File: config.mk
export PLATFORM = sky130hd
export DESIGN_NAME = i2c_master_bit_sequencer_unit
export DESIGN_NICKNAME = d
export VERILOG_FILES = /design/src/sv/i2cbs_pkg.sv /design/src/sv/i2cbs_slot.sv /design/src/sv/i2c_master_bit_sequencer_unit.sv
export SDC_FILE = /design/constraint.sdc
export NUM_CORES = 1
export LEC_CHECK = 0
export BUFFER_PORTS_ARGS = -buffer_cell sky130_fd_sc_hd__buf_2
export CAP_MARGIN = 20
export CORE_MARGIN = 2
export CORE_UTILIZATION = 56
export DETAILED_ROUTE_END_ITERATION = 10
export GPL_TIMING_DRIVEN = 0
export PLACE_DENSITY_LB_ADDON = 0.15
export SLEW_MARGIN = 10
export SYNTH_ARGS = -nofsm -noshare
export SYNTH_HDL_FRONTEND = slang
export SYNTH_HIERARCHICAL = 1
export SYNTH_SLANG_ARGS = --single-unit
export TNS_END_PERCENT = 5
File: constraint.sdc
create_clock -name clock -period 3.93 [get_ports clock]
set_input_delay 0.1965 -clock clock [delete_from_list [all_inputs] [get_ports clock]]
set_output_delay 0.1965 -clock clock [all_outputs]
set_load 0.01 [all_outputs]
File: src/sv/i2cbs_pkg.sv
`default_nettype none
package i2cbs_pkg;

   // Command codes carried in the request
   typedef enum logic [2:0] {
      CMD_NONE      = 3'd0,
      CMD_START     = 3'd1,
      CMD_STOP      = 3'd2,
      CMD_WRITE     = 3'd3,
      CMD_READ_ACK  = 3'd4,
      CMD_READ_NACK = 3'd5
   } cmd_type;

   // Bit width of a data byte and the slot that samples or drives the acknowledge
   localparam int unsigned BYTE_BITS = 8;
   localparam logic [3:0]  ACK_SLOT  = 4'd8;
   localparam logic [3:0]  EDGE_SLOT = 4'd1;
   localparam logic [7:0]  MSB_MASK  = 8'h80;

   // Sequencer state carried from slot to slot
   typedef struct packed {
      cmd_type    cmd;
      logic [3:0] slot;
      logic [7:0] shift;
      logic       scl_hold;
      logic       sda_hold;
   } seq_state_type;

   // One request as held in the input register
   typedef struct packed {
      logic [2:0] cmd;
      logic [7:0] write_byte;
      logic       sda_sample;
   } slot_req_type;

   // One result item
   typedef struct packed {
      logic       scl_level;
      logic       sda_level;
      logic       busy_res;
      logic       done_res;
      logic [7:0] read_byte;
      logic       nack_seen;
      logic       cmd_rejected;
   } slot_rsp_type;

endpackage
`default_nettype wire

File: src/sv/i2cbs_slot.sv
`default_nettype none
module i2cbs_slot
   import i2cbs_pkg::*;
(
   input  wire seq_state_type state_cur,
   input  wire slot_req_type  req,
   output seq_state_type      state_nxt,
   output slot_rsp_type       rsp
);

   logic       cmd_valid;
   cmd_type    act;
   logic [3:0] slot;
   logic [3:0] last;
   logic [7:0] shift_src;
   logic [7:0] shift_new;
   logic       sda_drv;
   logic       nack;
   logic [7:0] rbyte;

   // Pick up a new command only while idle
   always_comb begin
      cmd_valid = (req.cmd >= 3'd1) && (req.cmd <= 3'd5);
      if (state_cur.cmd == CMD_NONE) begin
         act  = cmd_valid ? cmd_type'(req.cmd) : CMD_NONE;
         slot = '0;
      end else begin
         act  = state_cur.cmd;
         slot = state_cur.slot;
      end
      last = ((act == CMD_START) || (act == CMD_STOP)) ? EDGE_SLOT : ACK_SLOT;
   end

   // Drive the lines for the current slot and advance the shift byte
   always_comb begin
      sda_drv   = state_cur.sda_hold;
      nack      = 1'b0;
      rbyte     = '0;
      shift_src = state_cur.shift;
      shift_new = state_cur.shift;
      case (act)
         CMD_NONE: begin
            sda_drv = state_cur.sda_hold;
         end
         CMD_START: begin
            sda_drv = (slot == '0);
         end
         CMD_STOP: begin
            sda_drv = (slot != '0);
         end
         CMD_WRITE: begin
            shift_src = (slot == '0) ? req.write_byte : state_cur.shift;
            if (slot < ACK_SLOT) begin
               sda_drv   = (shift_src & MSB_MASK) != '0;
               shift_new = {shift_src[BYTE_BITS-2:0], 1'b0};
            end else begin
               sda_drv   = 1'b1;
               nack      = req.sda_sample;
               shift_new = shift_src;
            end
         end
         default: begin
            shift_src = (slot == '0) ? '0 : state_cur.shift;
            if (slot < ACK_SLOT) begin
               sda_drv   = 1'b1;
               shift_new = {shift_src[BYTE_BITS-2:0], req.sda_sample};
            end else begin
               sda_drv   = (act != CMD_READ_ACK);
               rbyte     = shift_src;
               shift_new = shift_src;
            end
         end
      endcase
   end

   // Form the result and the state for the next slot
   always_comb begin
      state_nxt = state_cur;
      rsp.scl_level    = state_cur.scl_hold;
      rsp.sda_level    = state_cur.sda_hold;
      rsp.busy_res     = 1'b0;
      rsp.done_res     = 1'b0;
      rsp.read_byte    = '0;
      rsp.nack_seen    = 1'b0;
      rsp.cmd_rejected = (state_cur.cmd != CMD_NONE) && cmd_valid;
      if (act != CMD_NONE) begin
         rsp.scl_level   = 1'b1;
         rsp.sda_level   = sda_drv;
         rsp.busy_res    = 1'b1;
         rsp.read_byte   = rbyte;
         rsp.nack_seen   = nack;
         state_nxt.shift = shift_new;
         if (slot >= last) begin
            rsp.done_res       = 1'b1;
            state_nxt.scl_hold = (act == CMD_STOP);
            state_nxt.sda_hold = sda_drv;
            state_nxt.cmd      = CMD_NONE;
            state_nxt.slot     = '0;
         end else begin
            state_nxt.cmd  = act;
            state_nxt.slot = slot + 4'd1;
         end
      end
   end

endmodule
`default_nettype wire

File: src/sv/i2c_master_bit_sequencer_unit.sv
// Bit-level I2C master sequencer. Each request is one bus timing slot and gives
// exactly one response with the SCL/SDA levels for that slot plus status. One
// request is taken every clock cycle when the response side keeps up; a request
// passes an input register and then a result register, and its response is
// presented from the result register. The rate is set by the combinational slot
// update that feeds the sequencer state (command, slot count, shift byte, held
// levels) back into itself between the two registers.
`default_nettype none
module i2c_master_bit_sequencer_unit
   import i2cbs_pkg::*;
(
   input  wire         clock,
   input  wire         reset,
   input  wire         req_tvalid,
   output logic        req_tready,
   // [2:0] cmd, [10:3] write_byte, [11] sda_sample, [15:12] zero
   input  wire  [15:0] req_tdata,
   output logic        rsp_tvalid,
   input  wire         rsp_tready,
   // [0] scl_level, [1] sda_level, [2] busy_res, [3] done_res,
   // [11:4] read_byte, [12] nack_seen, [13] cmd_rejected, [15:14] zero
   output logic [15:0] rsp_tdata
);

   logic          in_valid_ff;
   slot_req_type  in_data_ff;
   logic          out_valid_ff;
   slot_rsp_type  out_data_ff;
   seq_state_type state_ff;
   seq_state_type state_in;
   slot_rsp_type  res;
   logic          out_load;
   logic          advance;

   // Advance when the result register is free or being drained
   assign advance    = !out_valid_ff || rsp_tready;
   assign out_load   = in_valid_ff && advance;
   assign req_tready = !in_valid_ff || advance;

   i2cbs_slot u_slot (
      .state_cur (state_ff),
      .req       (in_data_ff),
      .state_nxt (state_in),
      .rsp       (res)
   );

   // Hold the request in the input register
   always_ff @(posedge clock) begin
      if (reset) begin
         in_valid_ff <= 1'b0;
      end else if (req_tready) begin
         in_valid_ff <= req_tvalid;
      end
      if (req_tready && req_tvalid) begin
         in_data_ff.cmd        <= req_tdata[2:0];
         in_data_ff.write_byte <= req_tdata[10:3];
         in_data_ff.sda_sample <= req_tdata[11];
      end
   end

   // Update sequencer state as each slot leaves for the result register
   always_ff @(posedge clock) begin
      if (reset) begin
         state_ff.cmd      <= CMD_NONE;
         state_ff.slot     <= '0;
         state_ff.shift    <= '0;
         state_ff.scl_hold <= 1'b1;
         state_ff.sda_hold <= 1'b1;
      end else if (out_load) begin
         state_ff <= state_in;
      end
   end

   // Load the result register
   always_ff @(posedge clock) begin
      if (reset) begin
         out_valid_ff <= 1'b0;
      end else if (advance) begin
         out_valid_ff <= in_valid_ff;
      end
      if (out_load) begin
         out_data_ff <= res;
      end
   end

   assign rsp_tvalid = out_valid_ff;
   assign rsp_tdata  = {2'b00,
                        out_data_ff.cmd_rejected,
                        out_data_ff.nack_seen,
                        out_data_ff.read_byte,
                        out_data_ff.done_res,
                        out_data_ff.busy_res,
                        out_data_ff.sda_level,
                        out_data_ff.scl_level};

   // Idle sequencer always sits at slot zero
   assert property (@(posedge clock) disable iff (reset)
      state_ff.cmd == CMD_NONE |-> state_ff.slot == '0)
      else $error("idle sequencer with nonzero slot");

   // Slot count never passes the acknowledge slot
   assert property (@(posedge clock) disable iff (reset)
      state_ff.slot <= ACK_SLOT)
      else $error("slot count out of range");

   // A finished command leaves the sequencer idle
   assert property (@(posedge clock) disable iff (reset)
      out_load && res.done_res |=> state_ff.cmd == CMD_NONE)
      else $error("sequencer still busy after done");

   // Rejection only happens while a command runs
   assert property (@(posedge clock) disable iff (reset)
      out_load && res.cmd_rejected |-> state_ff.cmd != CMD_NONE && res.busy_res)
      else $error("command rejected while idle");

endmodule
`default_nettype wire
==> After elaboration in Yosys (flattened, before gate mapping) <==
Index checks and enable logic that the tools add are counted.
W data, S select, Z words.
{ "op_classes": {"bitwise": 3, "reduce_logical": 22, "magnitude_cmp": 4, "muxes": 19, "n_addsub": 1, "eq_ne": 4} }
{ "ops": {"columns": ["op", "count"], "rows": [
  ["$mux W8", 6],
  ["$pmux W8 S2", 1],
  ["$mux W12", 1],
  ["$mux W4", 2],
  ["$mux W7", 1],
  ["$eq A3 B2 Y1 const B", 2],
  ["$logic_not A3 Y1", 2],
  ["$mux W3", 2],
  ["$reduce_and A3 Y1", 2],
  ["$reduce_bool A3 Y1", 2],
  ["$reduce_or A3 Y1", 2],
  ["$reduce_or A6 Y1", 1],
  ["$mux W1", 5],
  ["$add A4 B1 Y4 const B", 1],
  ["$ge A4 B4 Y1", 1],
  ["$logic_and A1 B1 Y1", 4],
  ["$logic_not A4 Y1", 1],
  ["$lt A4 B4 Y1 const B", 1],
  ["$pmux W1 S4", 1],
  ["$reduce_bool A4 Y1", 1],
  ["$reduce_or A4 Y1", 1],
  ["$eq A3 B1 Y1 const B", 1],
  ["$ge A3 B1 Y1 const B", 1],
  ["$le A3 B3 Y1 const B", 1],
  ["other kinds (5)", 10]
]} }
{ "totals": {"input_bits": 20, "out_inout_bits": 18, "ff_bits": 45} }

==> Logic depth before layout (Yosys ltp) <==
Gate-level depths: netlist of run 1.
{ "logic_depth": {"depth_word": 10, "ltp_mapped": 14} }

==> Cells and area by module <==
The synthesis of run 1 kept the hierarchy.
{ "by_module_without_submodules": {"columns": ["mod", "n_inst", "area_each_um2", "seq_area_each_um2", "cells_each"], "rows": [
  ["i2c_master_bit_sequencer_unit", 1, 1639.1, 1161.1, 113],
  ["i2cbs_slot", 1, 778.2, 0.0, 115]
]} }

==> Worst setup path before layout of run 1 <==
No wires, ideal clock.
{ "synth_path": {"kind": "reg2reg", "startpoint": "register in_data_ff[11] (netlist name)", "endpoint": "register state_ff[0] (netlist name)", "required_time_ps": 3810, "n_path_buf": 0, "setup_slack_ps": 1044, "path_stages_with_launch": 13, "t_arrival_ps": 2766, "period_less_slack_ps": 2886, "cell_sequence": "edfxtp_1 > or4b_4 > and2_1 > inv_1 > nor2_1 > o21a_1 > ha_1 > nand2b_1 > a221oi_2 > nor2_1 > mux2_4 > nor2_1 > mux2i_1"} }
{ "synth_between": {"elab_chain_len": 9, "elab_cells_between_ends": 17} }
{ "synth_rtl": {"columns": ["item", "line", "source"], "rows": [
  ["start, declared", "i2c_master_bit_sequencer_unit.sv:26", "slot_req_type in_data_ff;"],
  ["$ge A3 B1 Y1 or $le A3 B3 Y1 (tied branches)", "i2cbs_slot.sv:23", "cmd_valid = (req.cmd >= 3'd1) && (req.cmd <= 3'd5);"],
  ["$logic_and A1 B1 Y1", "i2cbs_slot.sv:23", null],
  ["$mux W3 *", "i2cbs_slot.sv:25", "act = cmd_valid ? cmd_type'(req.cmd) : CMD_NONE;"],
  ["$mux W3 *", "i2cbs_slot.sv:24", "if (state_cur.cmd == CMD_NONE) begin"],
  ["$eq A3 B1 Y1 or $eq A3 B2 Y1 (tied branches)", "i2cbs_slot.sv:31, i2cbs_slot.sv:41", null],
  ["$logic_or A1 B1 Y1", "i2cbs_slot.sv:31", "last = ((act == CMD_START) || (act == CMD_STOP)) ? EDGE_SLOT : ACK_SLOT;"],
  ["$mux W4", "i2cbs_slot.sv:31", null],
  ["$ge A4 B4 Y1", "i2cbs_slot.sv:93", "if (slot >= last) begin"],
  ["$reduce_and A3 Y1 (no source line)", null, null],
  ["end signal, assigned", "i2c_master_bit_sequencer_unit.sv:70", "state_ff <= state_in;"],
  ["end, declared", "i2c_master_bit_sequencer_unit.sv:29", "seq_state_type state_ff;"]
]} }
Every way passes the cells marked *; elsewhere a longest branch is shown, timed or not.
A chain may end at the register's enable or synchronous reset.

==> Worst setup path after layout of run 1 <==
Ends and elaborated chain as after synthesis.

==> Flow_metrics.wiki, run 1 <==
{| class="wikitable"
! Metric !! Value
|-
| Clock input transition at the sequential cells of the worst setup and hold paths || 0.08 ns
|-
| Number of I/O pins || 38
|-
| Antenna-violating nets left || 0
|-
| Mean instance size in the synthesized netlist || 10.60 sq um
|-
| Starting utilization of the core area || 59.15%
|-
| Fin nets || 291
|-
| RSZ-0062 raised after global routing || no
|-
| Hold buffer count at CTS || 0
|-
| Total global-route track usage || 19.51%
|-
| Max Root-Sink Buffers || 2
|-
| Clk_lat worst skew || 0.30 ns
|-
| Remaining global-route overflow || 0
|-
| Number of levels the H-tree was split into || 2
|-
| Portion of the post-synthesis area used by sequential elements || 48.03%
|-
| Wire length of the first global-routing pass || 7652 um
|-
| Internal Pwr Total || 0.7139 mW
|-
| Number of sinks handled by clock tree synthesis || 45
|-
| Port Buffers || 30
|-
| Via count || 1,766
|-
| Placed instance area || 2634 sq um
|-
| Critical path type || register to register
|-
| Power per cell area || 354.8 nW/um^2
|-
| Syn. warnings || 6
|-
| Element type at the critical path start || register
|-
| Min Hold Slack || 0.06709 ns
|-
| Element type at the critical path end || register
|-
| Combinational group share of total power || 16.0%
|-
| Number of synthesized flops with an enable pin || 26
|-
| Chip Height || 69.70 um
|-
| Fin crit period || 3.143 ns
|-
| Synthesized flop and latch total || 45
|-
| CP max FO || 6
|-
| Maximum number of pins on one net before global-route repair || 24
|-
| Post-CTS setup buffers || 0
|-
| Area growth from synthesis to layout || 12.89%
|-
| Number of antenna violations at the first check in global routing || 0
|-
| Horiz. Die Dim || 69.70 um
|-
| Final Hold Viols || 0
|-
| Final critical-path setup slack || 0.7869 ns
|-
| Sequential share of power || 54.8%
|-
| Antenna Cells || 0
|-
| Overall die area || 4858 sq um
|-
| Share of synthesized flip-flops with an asynchronous set or reset || 0%
|-
| Drt first pass iters || 4
|-
| Pins Over Slew Limit || 0
|-
| Most frequent standard cell in the layout excluding fill and tap cells || sky130_fd_sc_hd__nand2b_1
|-
| Detailed-route vias per instance || 5.553
|-
| Post-synth top flop || sky130_fd_sc_hd__edfxtp_1
|-
| Number of max-cap violations || 0
|-
| CTS tree || built
|-
| Sw power || 0.2544 mW
|-
| Root buffer cell || sky130_fd_sc_hd__clkbuf_8
|-
| Met3 layer wire length in the routed design || 245 um
|-
| Pre-CTS setup slack || 0.8254 ns
|-
| Setup violations, final || 0
|-
| Routed Wire Length || 4481 um
|-
| Portion of the clock cycle consumed by the worst path in the final layout || 79.98%
|-
| Fraction of layout cells with a size suffix above 1 || 21.64%
|-
| Worst hold path class || input pin to register
|-
| Maximum clock skew at final layout || 0.006404 ns
|-
| Detailed placement HPWL || 3211 um
|-
| Total met2 wirelength after detailed routing || 2042 um
|-
| Result of the run || completed
|-
| Total clock buffers created by CTS || 5
|-
| Weighted congestion at the end of routability-driven global placement || 0.9113
|-
| Post-synthesis cell type count || 48
|-
| Number of instances in the synthesized netlist || 228
|-
| Commonest cells after routing, fill and taps aside || sky130_fd_sc_hd__nand2b_1 (34), sky130_fd_sc_hd__buf_2 (31), sky130_fd_sc_hd__edfxtp_1 (26), sky130_fd_sc_hd__nor2_1 (21), sky130_fd_sc_hd__dfxtp_1 (19)
|-
| Fin area || 2729 sq um
|-
| Detailed Route Iter0 Violations || 107
|-
| Core area || 4086 sq um
|-
| Data required time at the worst endpoint || 4.12 ns
|-
| Resized Gates After CTS || 0
|-
| Post-synthesis instance area || 2417 sq um
|-
| Top layer in use || met4
|-
| Standard-cell rows || 23
|-
| Critical Path AT || 3.33 ns
|-
| Utilization of the core after routing || 66.78%
|-
| Vias in the first global route || 1,557
|-
| Power share of the clock group || 29.1%
|-
| Met1 Wirelength || 2169 um
|-
| Number of DRC violations after detailed routing || 0
|-
| Wire length per cell after detailed routing || 14.09 um
|-
| Highest achievable clock rate || 318.2 MHz
|-
| Static leakage || 1.089 nW
|-
| Worst-case vdd ir drop || 0.1837 mV
|-
| Switching power share of the total || 26.27%
|-
| Final-layout setup total negative slack || 0 ns
|}
[cell families (layout without fill, tap and decap cells)]
logic type	after synthesis	count (layout)	synth area share, %
flops	45	45	48.03
compound gates	40	40	13.92
other cells	1	2	0.1551
mux	19	19	8.126
simple gates	96	96	22.00
fa+ha+maj	4	4	2.070
buf+inv	22	61	5.331
xor+xnor	1	1	0.3624
[path summary, 6_finish.rpt]
check / start / end / slack (ns) / cells after the start
min reg2reg: state_ff[16] / state_ff[16] / 0.50 / 2
min: req_tdata[1] / in_data_ff[10] / 0.07 / 1
max reg2reg: in_data_ff[11] / state_ff[0] / 0.79 / 12
max: in_data_ff[11] / state_ff[0] / 0.79 / 12
[worst max-delay path: stages, from the launching register on]
cell and delay (ns):
sky130_fd_sc_hd__edfxtp_1 0.46, sky130_fd_sc_hd__or4b_4 0.58, sky130_fd_sc_hd__and2_1 0.19, sky130_fd_sc_hd__inv_1 0.07
sky130_fd_sc_hd__nor2_1 0.04, sky130_fd_sc_hd__o21a_1 0.22, sky130_fd_sc_hd__ha_1 0.29, sky130_fd_sc_hd__nand2b_1 0.17
sky130_fd_sc_hd__a221oi_2 0.42, sky130_fd_sc_hd__nor2_1 0.12, sky130_fd_sc_hd__mux2_4 0.31, sky130_fd_sc_hd__nor2_1 0.10
sky130_fd_sc_hd__mux2i_1 0.08
[flip-flops by register name (all words and copies together), names as in the netlist]
name and flops:
in_data_ff 12, rsp_tdata 14, state_ff 17, rsp_tvalid 1, in_valid_ff 1
[final cells by class]
class | count | area, sq um
fillers | 336 | 1358
flip-flops and latches | 45 | 1161
multi-input cells | 162 | 1131
repair buffers | 31 | 157.7
plain buffers | 14 | 98.84
clock buffers | 6 | 72.57
well taps | 50 | 62.56
inverters | 8 | 30.03
clock inverters | 2 | 15.01
[power by group through the flow]
| stage | Clock (mW) | Combinational [mW] | Sequential (mW) |
|---|---|---|---|
| global placement | 0 | 0.151 | 0.541 |
| global route | 0.307 | 0.171 | 0.533 |
| detailed placement | 0 | 0.153 | 0.542 |
| CTS | 0.287 | 0.154 | 0.531 |
| floorplan | 0 | 0.113 | 0.542 |
| finish | 0.282 | 0.155 | 0.531 |
[per-stage QoR]
step / total power, mW / std cells
final: 0.9683 / 318
after global routing: 1.012 / 318
after CTS: 0.9719 / 317
after floorplan: 0.6557 / 229
after global placement: 0.6924 / 309
after detailed placement: 0.6946 / 309
[Yosys cell counts (2+ instances only)]
cell type / count / share of area, %
sky130_fd_sc_hd__buf_4: 2 / 0.62
sky130_fd_sc_hd__inv_1: 8 / 1.2
sky130_fd_sc_hd__and2_1: 2 / 0.52
sky130_fd_sc_hd__nand2b_1: 34 / 8.8
sky130_fd_sc_hd__a22o_1: 2 / 0.72
sky130_fd_sc_hd__dfxtp_1: 19 / 16
sky130_fd_sc_hd__clkbuf_1: 6 / 0.93
sky130_fd_sc_hd__a221oi_2: 2 / 1.2
sky130_fd_sc_hd__a21oi_1: 7 / 1.4
sky130_fd_sc_hd__nor2b_1: 2 / 0.52
sky130_fd_sc_hd__nor2_1: 21 / 3.3
sky130_fd_sc_hd__ha_1: 4 / 2.1
sky130_fd_sc_hd__buf_6: 5 / 2.3
sky130_fd_sc_hd__nand2_1: 16 / 2.5
sky130_fd_sc_hd__edfxtp_1: 26 / 32
sky130_fd_sc_hd__a31oi_1: 2 / 0.52
sky130_fd_sc_hd__o21a_1: 2 / 0.62
sky130_fd_sc_hd__and3_1: 10 / 2.6
sky130_fd_sc_hd__nand3_1: 2 / 0.41
sky130_fd_sc_hd__nor3_2: 2 / 0.83
sky130_fd_sc_hd__mux2i_1: 17 / 7.0
sky130_fd_sc_hd__o21ai_1: 5 / 1.0
sky130_fd_sc_hd__or3_1: 2 / 0.52
sky130_fd_sc_hd__a221o_1: 6 / 2.5
[routing by layer]
metal / up-vias / global-route usage [%]
met3: 5 / 4.506
met2: 58 / 30.77
li1: 889 / -
met4: 0 / 3.205
met1: 814 / 28.09
met5: - / 0
(Power assumes the default switching activity.)
==> inputs of run 2 (changes only) <==
--- a/config.mk
+++ b/config.mk
@@ -5,10 +5,11 @@
 export SDC_FILE = /design/constraint.sdc
 export NUM_CORES = 1
 export LEC_CHECK = 0
+export ABC_AREA = 1
 export BUFFER_PORTS_ARGS = -buffer_cell sky130_fd_sc_hd__buf_2
 export CAP_MARGIN = 20
 export CORE_MARGIN = 2
-export CORE_UTILIZATION = 56
+export CORE_UTILIZATION = 57
 export DETAILED_ROUTE_END_ITERATION = 10
 export GPL_TIMING_DRIVEN = 0
 export PLACE_DENSITY_LB_ADDON = 0.15
==> constraint.sdc (replaced) <==
create_clock -name clock -period 2.9 [get_ports clock]
set_input_delay 0.145 -clock clock [delete_from_list [all_inputs] [get_ports clock]]
set_output_delay 0.145 -clock clock [all_outputs]
set_load 0.01 [all_outputs]
==> run 2 against run 1 <==
Compared with the run above:
- combinational power rose to 2.6 times the previous value
- final area increased by 9.6%
- die area grew 5.1%
- first-iteration DRC count grew 77%
- critical path depth rose by 2
- largest cell class unchanged
- count of clock-buffer cells in the layout fell by 1
- clock skew is 0.0012 ns higher
- via count grew 25%
- final cell count is 31% higher
==> Flow_metrics.wiki, run 2 <==
{| class="wikitable"
! Metric !! Value
|-
| CP max FO || 8 (+2)
|-
| Routed Wire Length || 5554 um (+24%)
|-
| Power share of the clock group || 29.9% (+0.8 points)
|-
| RSZ-0062 raised after global routing || no
|-
| Fraction of layout cells with a size suffix above 1 || 24.73% (+3.1 points)
|-
| Sequential share of power || 45.6% (-9.2 points)
|-
| Post-CTS setup buffers || 0 (unchanged)
|-
| Portion of the post-synthesis area used by sequential elements || 44.79% (-3.2 points)
|-
| Chip Height || 71.44 um (+2.5%)
|-
| Pre-CTS setup slack || 0.4987 ns (-0.3266 ns)
|-
| Post-synth top flop || sky130_fd_sc_hd__edfxtp_1
|-
| Port Buffers || 31 (+3.3%)
|-
| Number of DRC violations after detailed routing || 0 (unchanged)
|-
| Via count || 2,204 (+25%)
|-
| Area growth from synthesis to layout || 15.40%
|-
| Number of instances in the synthesized netlist || 318 (+39%)
|-
| End of the worst register-to-register path || state_ff[13]
|-
| Total clock buffers created by CTS || 5 (unchanged)
|-
| Area of combinational cells with multiple inputs || 1127 sq um (-0.33%)
|-
| Drt first pass iters || 5 (+1)
|-
| Number of max-cap violations || 0 (unchanged)
|-
| Fin nets || 387 (+33%)
|-
| Standard-cell rows || 24 (+4.3%)
|-
| Min-Delay Startpoint || req_tdata[6]
|-
| Maximum number of pins on one net before global-route repair || 16 (-33%)
|-
| Setup violations, final || 0 (unchanged)
|-
| Combinational group share of total power || 24.5% (+8.5 points)
|-
| Weighted congestion at the end of routability-driven global placement || 0.9127 (+0.15%)
|-
| Static leakage || 1.405 nW (+29%)
|-
| Leading cell types by total area after synthesis || sky130_fd_sc_hd__edfxtp_1 (30%), sky130_fd_sc_hd__dfxtp_1 (15%), sky130_fd_sc_hd__nand3_1 (8.3%)
|-
| Utilization of the core after routing || 68.71% (+1.9 points)
|-
| CTS tree || built
|-
| Cells on worst reg2reg path || 14 (+2)
|-
| Core area || 4354 sq um (+6.6%)
|-
| Critical Path AT || 2.74 ns (-0.59 ns)
|-
| Worst stage delay on the critical path || 0.45 ns (-0.13 ns)
|-
| Library cell occupying the most area in the post-synthesis netlist || sky130_fd_sc_hd__edfxtp_1
|-
| Final Hold Viols || 0 (unchanged)
|-
| Remaining global-route overflow || 0 (unchanged)
|-
| Total met2 wirelength after detailed routing || 2662 um (+30%)
|-
| Depth of the worst hold-timing path || 1 (unchanged)
|-
| Most frequent standard cell in the layout excluding fill and tap cells || sky130_fd_sc_hd__nand2_1
|-
| CP most frequent cell || sky130_fd_sc_hd__inv_1
|-
| Number of antenna violations at the first check in global routing || 0 (unchanged)
|-
| Share of synthesized flip-flops with an asynchronous set or reset || 0% (unchanged)
|-
| Worst reg2reg path startpoint || in_data_ff[11]
|-
| Min Hold Slack || 0.009005 ns (-0.05808 ns)
|-
| Detailed placement HPWL || 3862 um (+20%)
|-
| Portion of the clock cycle consumed by the worst path in the final layout || 85.63% (+5.6 points)
|-
| Overall die area || 5104 sq um (+5.1%)
|-
| Resized Gates After CTS || 0 (unchanged)
|-
| Number of sinks handled by clock tree synthesis || 45 (unchanged)
|-
| Syn. warnings || 6 (unchanged)
|-
| Antenna-violating nets left || 0 (unchanged)
|-
| Simple-gate portion of the synthesized area || 30.55% (+8.6 points)
|-
| Max Root-Sink Buffers || 2 (unchanged)
|-
| Setup slack on the worst flop-to-flop path || 0.42 ns (-0.37 ns)
|-
| Synthesized flop and latch total || 45 (unchanged)
|-
| Switching power share of the total || 31.10% (+4.8 points)
|-
| Filler cell count || 377 (+12%)
|-
| Met3 layer wire length in the routed design || 417 um (+70%)
|-
| Worst min-delay path endpoint || in_data_ff[4]
|-
| Top-area cell type share of the netlist area || 30.12% (-2.2 points)
|-
| Critical path type || register to register
|-
| Cell with the most instances after synthesis || sky130_fd_sc_hd__nand2_1
|-
| Met1 Wirelength || 2378 um (+9.6%)
|-
| Post-synthesis cell type count || 36 (-25%)
|-
| Element type at the critical path end || register
|-
| Sequential Area || 1161 sq um (unchanged)
|-
| Register bank with the most flops || state_ff
|-
| Starting utilization of the core area || 59.54% (+0.39 points)
|-
| Vias in the first global route || 1,998 (+28%)
|-
| Root buffer cell || sky130_fd_sc_hd__clkbuf_8
|-
| Crit path max-delay cell type || sky130_fd_sc_hd__edfxtp_1
|-
| Adder-Cell Fraction of Synth Area || 1.931% (-0.14 points)
|-
| Total global-route track usage || 23.19% (+3.7 points)
|-
| Maximum clock skew at final layout || 0.007647 ns (+0.001243 ns)
|-
| Highest achievable clock rate || 402.7 MHz (+27%)
|-
| Wire length per cell after detailed routing || 13.35 um (-5.3%)
|-
| Max FFs per register || 17 (unchanged)
|-
| Worst-case vdd ir drop || 0.4130 mV (+120%)
|-
| Share of synthesized area spent on multiplexers || 0% (-8.1 points)
|-
| Power per cell area || 547.2 nW/um^2 (+54%)
|-
| Data required time at the worst endpoint || 3.16 ns (-0.96 ns)
|-
| Post-synthesis instance area || 2592 sq um (+7.2%)
|-
| Antenna Cells || 0 (unchanged)
|-
| Worst hold path class || input pin to register
|-
| Cell-by-cell listing of the critical path || inv_1 > nor2_2 > a21oi_4 > nand2_1 > o21ai_0 > ha_1 > inv_1 > nand4_2 > a21o_1 > o22ai_1 > inv_1 > nand3_1 > nand2_1 > nor2_1
|-
| Share of the synthesized area in compound gates (AO/OA/AOI/OAI) || 10.38% (-3.5 points)
|-
| Origin of the worst setup path || in_data_ff[11]
|-
| Fin crit period || 2.483 ns (-0.6599 ns)
|-
| Detailed Route Iter0 Violations || 189 (+77%)
|-
| Final critical-path setup slack || 0.4168 ns (-0.3701 ns)
|-
| Top layer in use || met4
|-
| Internal Pwr Total || 1.128 mW (+58%)
|-
| Element type at the critical path start || register
|-
| Parity-gate share of the synthesized area counting xor and xnor cells || 0.3378% (-0.024 points)
|-
| Clk_lat worst skew || 0.31 ns (about the same)
|-
| Commonest cells in the synthesized netlist || sky130_fd_sc_hd__nand2_1 (49), sky130_fd_sc_hd__nand3_1 (43), sky130_fd_sc_hd__inv_1 (41), sky130_fd_sc_hd__nor2_1 (41), sky130_fd_sc_hd__edfxtp_1 (26)
|-
| Commonest cells after routing, fill and taps aside || sky130_fd_sc_hd__nand2_1 (49), sky130_fd_sc_hd__nand3_1 (43), sky130_fd_sc_hd__inv_1 (41), sky130_fd_sc_hd__nor2_1 (41), sky130_fd_sc_hd__buf_2 (32)
|-
| Final-layout setup total negative slack || 0 ns (unchanged)
|-
| Wire length of the first global-routing pass || 9183 um (+20%)
|-
| Number of synthesized flops with an enable pin || 26 (unchanged)
|-
| Result of the run || completed
|-
| Number of levels the H-tree was split into || 2 (unchanged)
|-
| Mean instance size in the synthesized netlist || 8.152 sq um (-23%)
|-
| Clock input transition at the sequential cells of the worst setup and hold paths || 0.09 ns (about the same)
|-
| Largest family of logic cells by synthesized area || simple AND/OR/NAND/NOR gates
|-
| Sw power || 0.5091 mW (+100%)
|-
| Pins Over Slew Limit || 0 (unchanged)
|-
| Horiz. Die Dim || 71.44 um (+2.5%)
|-
| Detailed-route vias per instance || 5.298 (-4.6%)
|-
| Number of I/O pins || 38 (unchanged)
|}
[run 2: critical path, delay by kind of cell, from the launching register on]
family                   cells  cell delay [ns]
AO/OA/AOI/OAI                4             0.93
flip-flops                   1             0.45
AND/OR/NAND/NOR              6             0.53
buffers and inverters        3             0.24
adder cells (fa/ha/maj)      1             0.28
[run 2: layout make-up]
type	instances	share of cell area [%]
multi-input cells	212	37.68
inverters	50	6.608
plain buffers	12	3.680
clock inverters	3	1.547
clock buffers	5	2.300
repair buffers	37	7.194
flip-flops and latches	45	38.81
well taps	52	2.175
[run 2: worst max-delay path by stage]
stage | to | slack [ns] | cells after the start
after floorplan | state_ff[0] | 0.76 | 16
after global placement | state_ff[15] | 0.54 | 14
after detailed placement | state_ff[0] | 0.50 | 14
after CTS | state_ff[13] | 0.46 | 14
after global routing | state_ff[15] | 0.23 | 14
final | state_ff[13] | 0.42 | 14
[run 2: metal layers]
layer / track usage, % / vias up
met5: 0 / -
met4: 8.386 / 0
met3: 4.641 / 11
met2: 38.27 / 90
met1: 30.43 / 982
li1: - / 1121
[run 2: kinds of logic (layout without fill, tap and decap cells)]
| logic type | Yosys count | in the layout |
|---|---|---|
| fa+ha+maj | 4 | 4 |
| simple gates | 162 | 162 |
| buf+inv | 62 | 107 |
| other cells | 1 | 2 |
| xor+xnor | 1 | 1 |
| compound gates | 43 | 43 |
| flops | 45 | 45 |
[run 2: power by group through the flow]
stage	sequential, mW	combinational [mW]	clock (mW)
floorplan	0.760	0.303	0
global placement	0.760	0.382	0
detailed placement	0.761	0.388	0
CTS	0.746	0.392	0.498
global route	0.751	0.448	0.518
finish	0.746	0.401	0.489
[run 2: what timing repair did]
item	CTS	global route
setup endpoints to repair	0	0
hold buffers	0	6
endpoints found under the hold margin	0	6
[run 2: stage by stage]
stage	power (mW)	instance area [sq um]	cells
4_1_cts	1.636	2932	410
3_3_place_gp	1.142	2816	402
2_1_floorplan	1.063	2596	319
5_1_grt	1.718	2992	416
3_5_place_dp	1.149	2816	402
6_report	1.637	2992	416
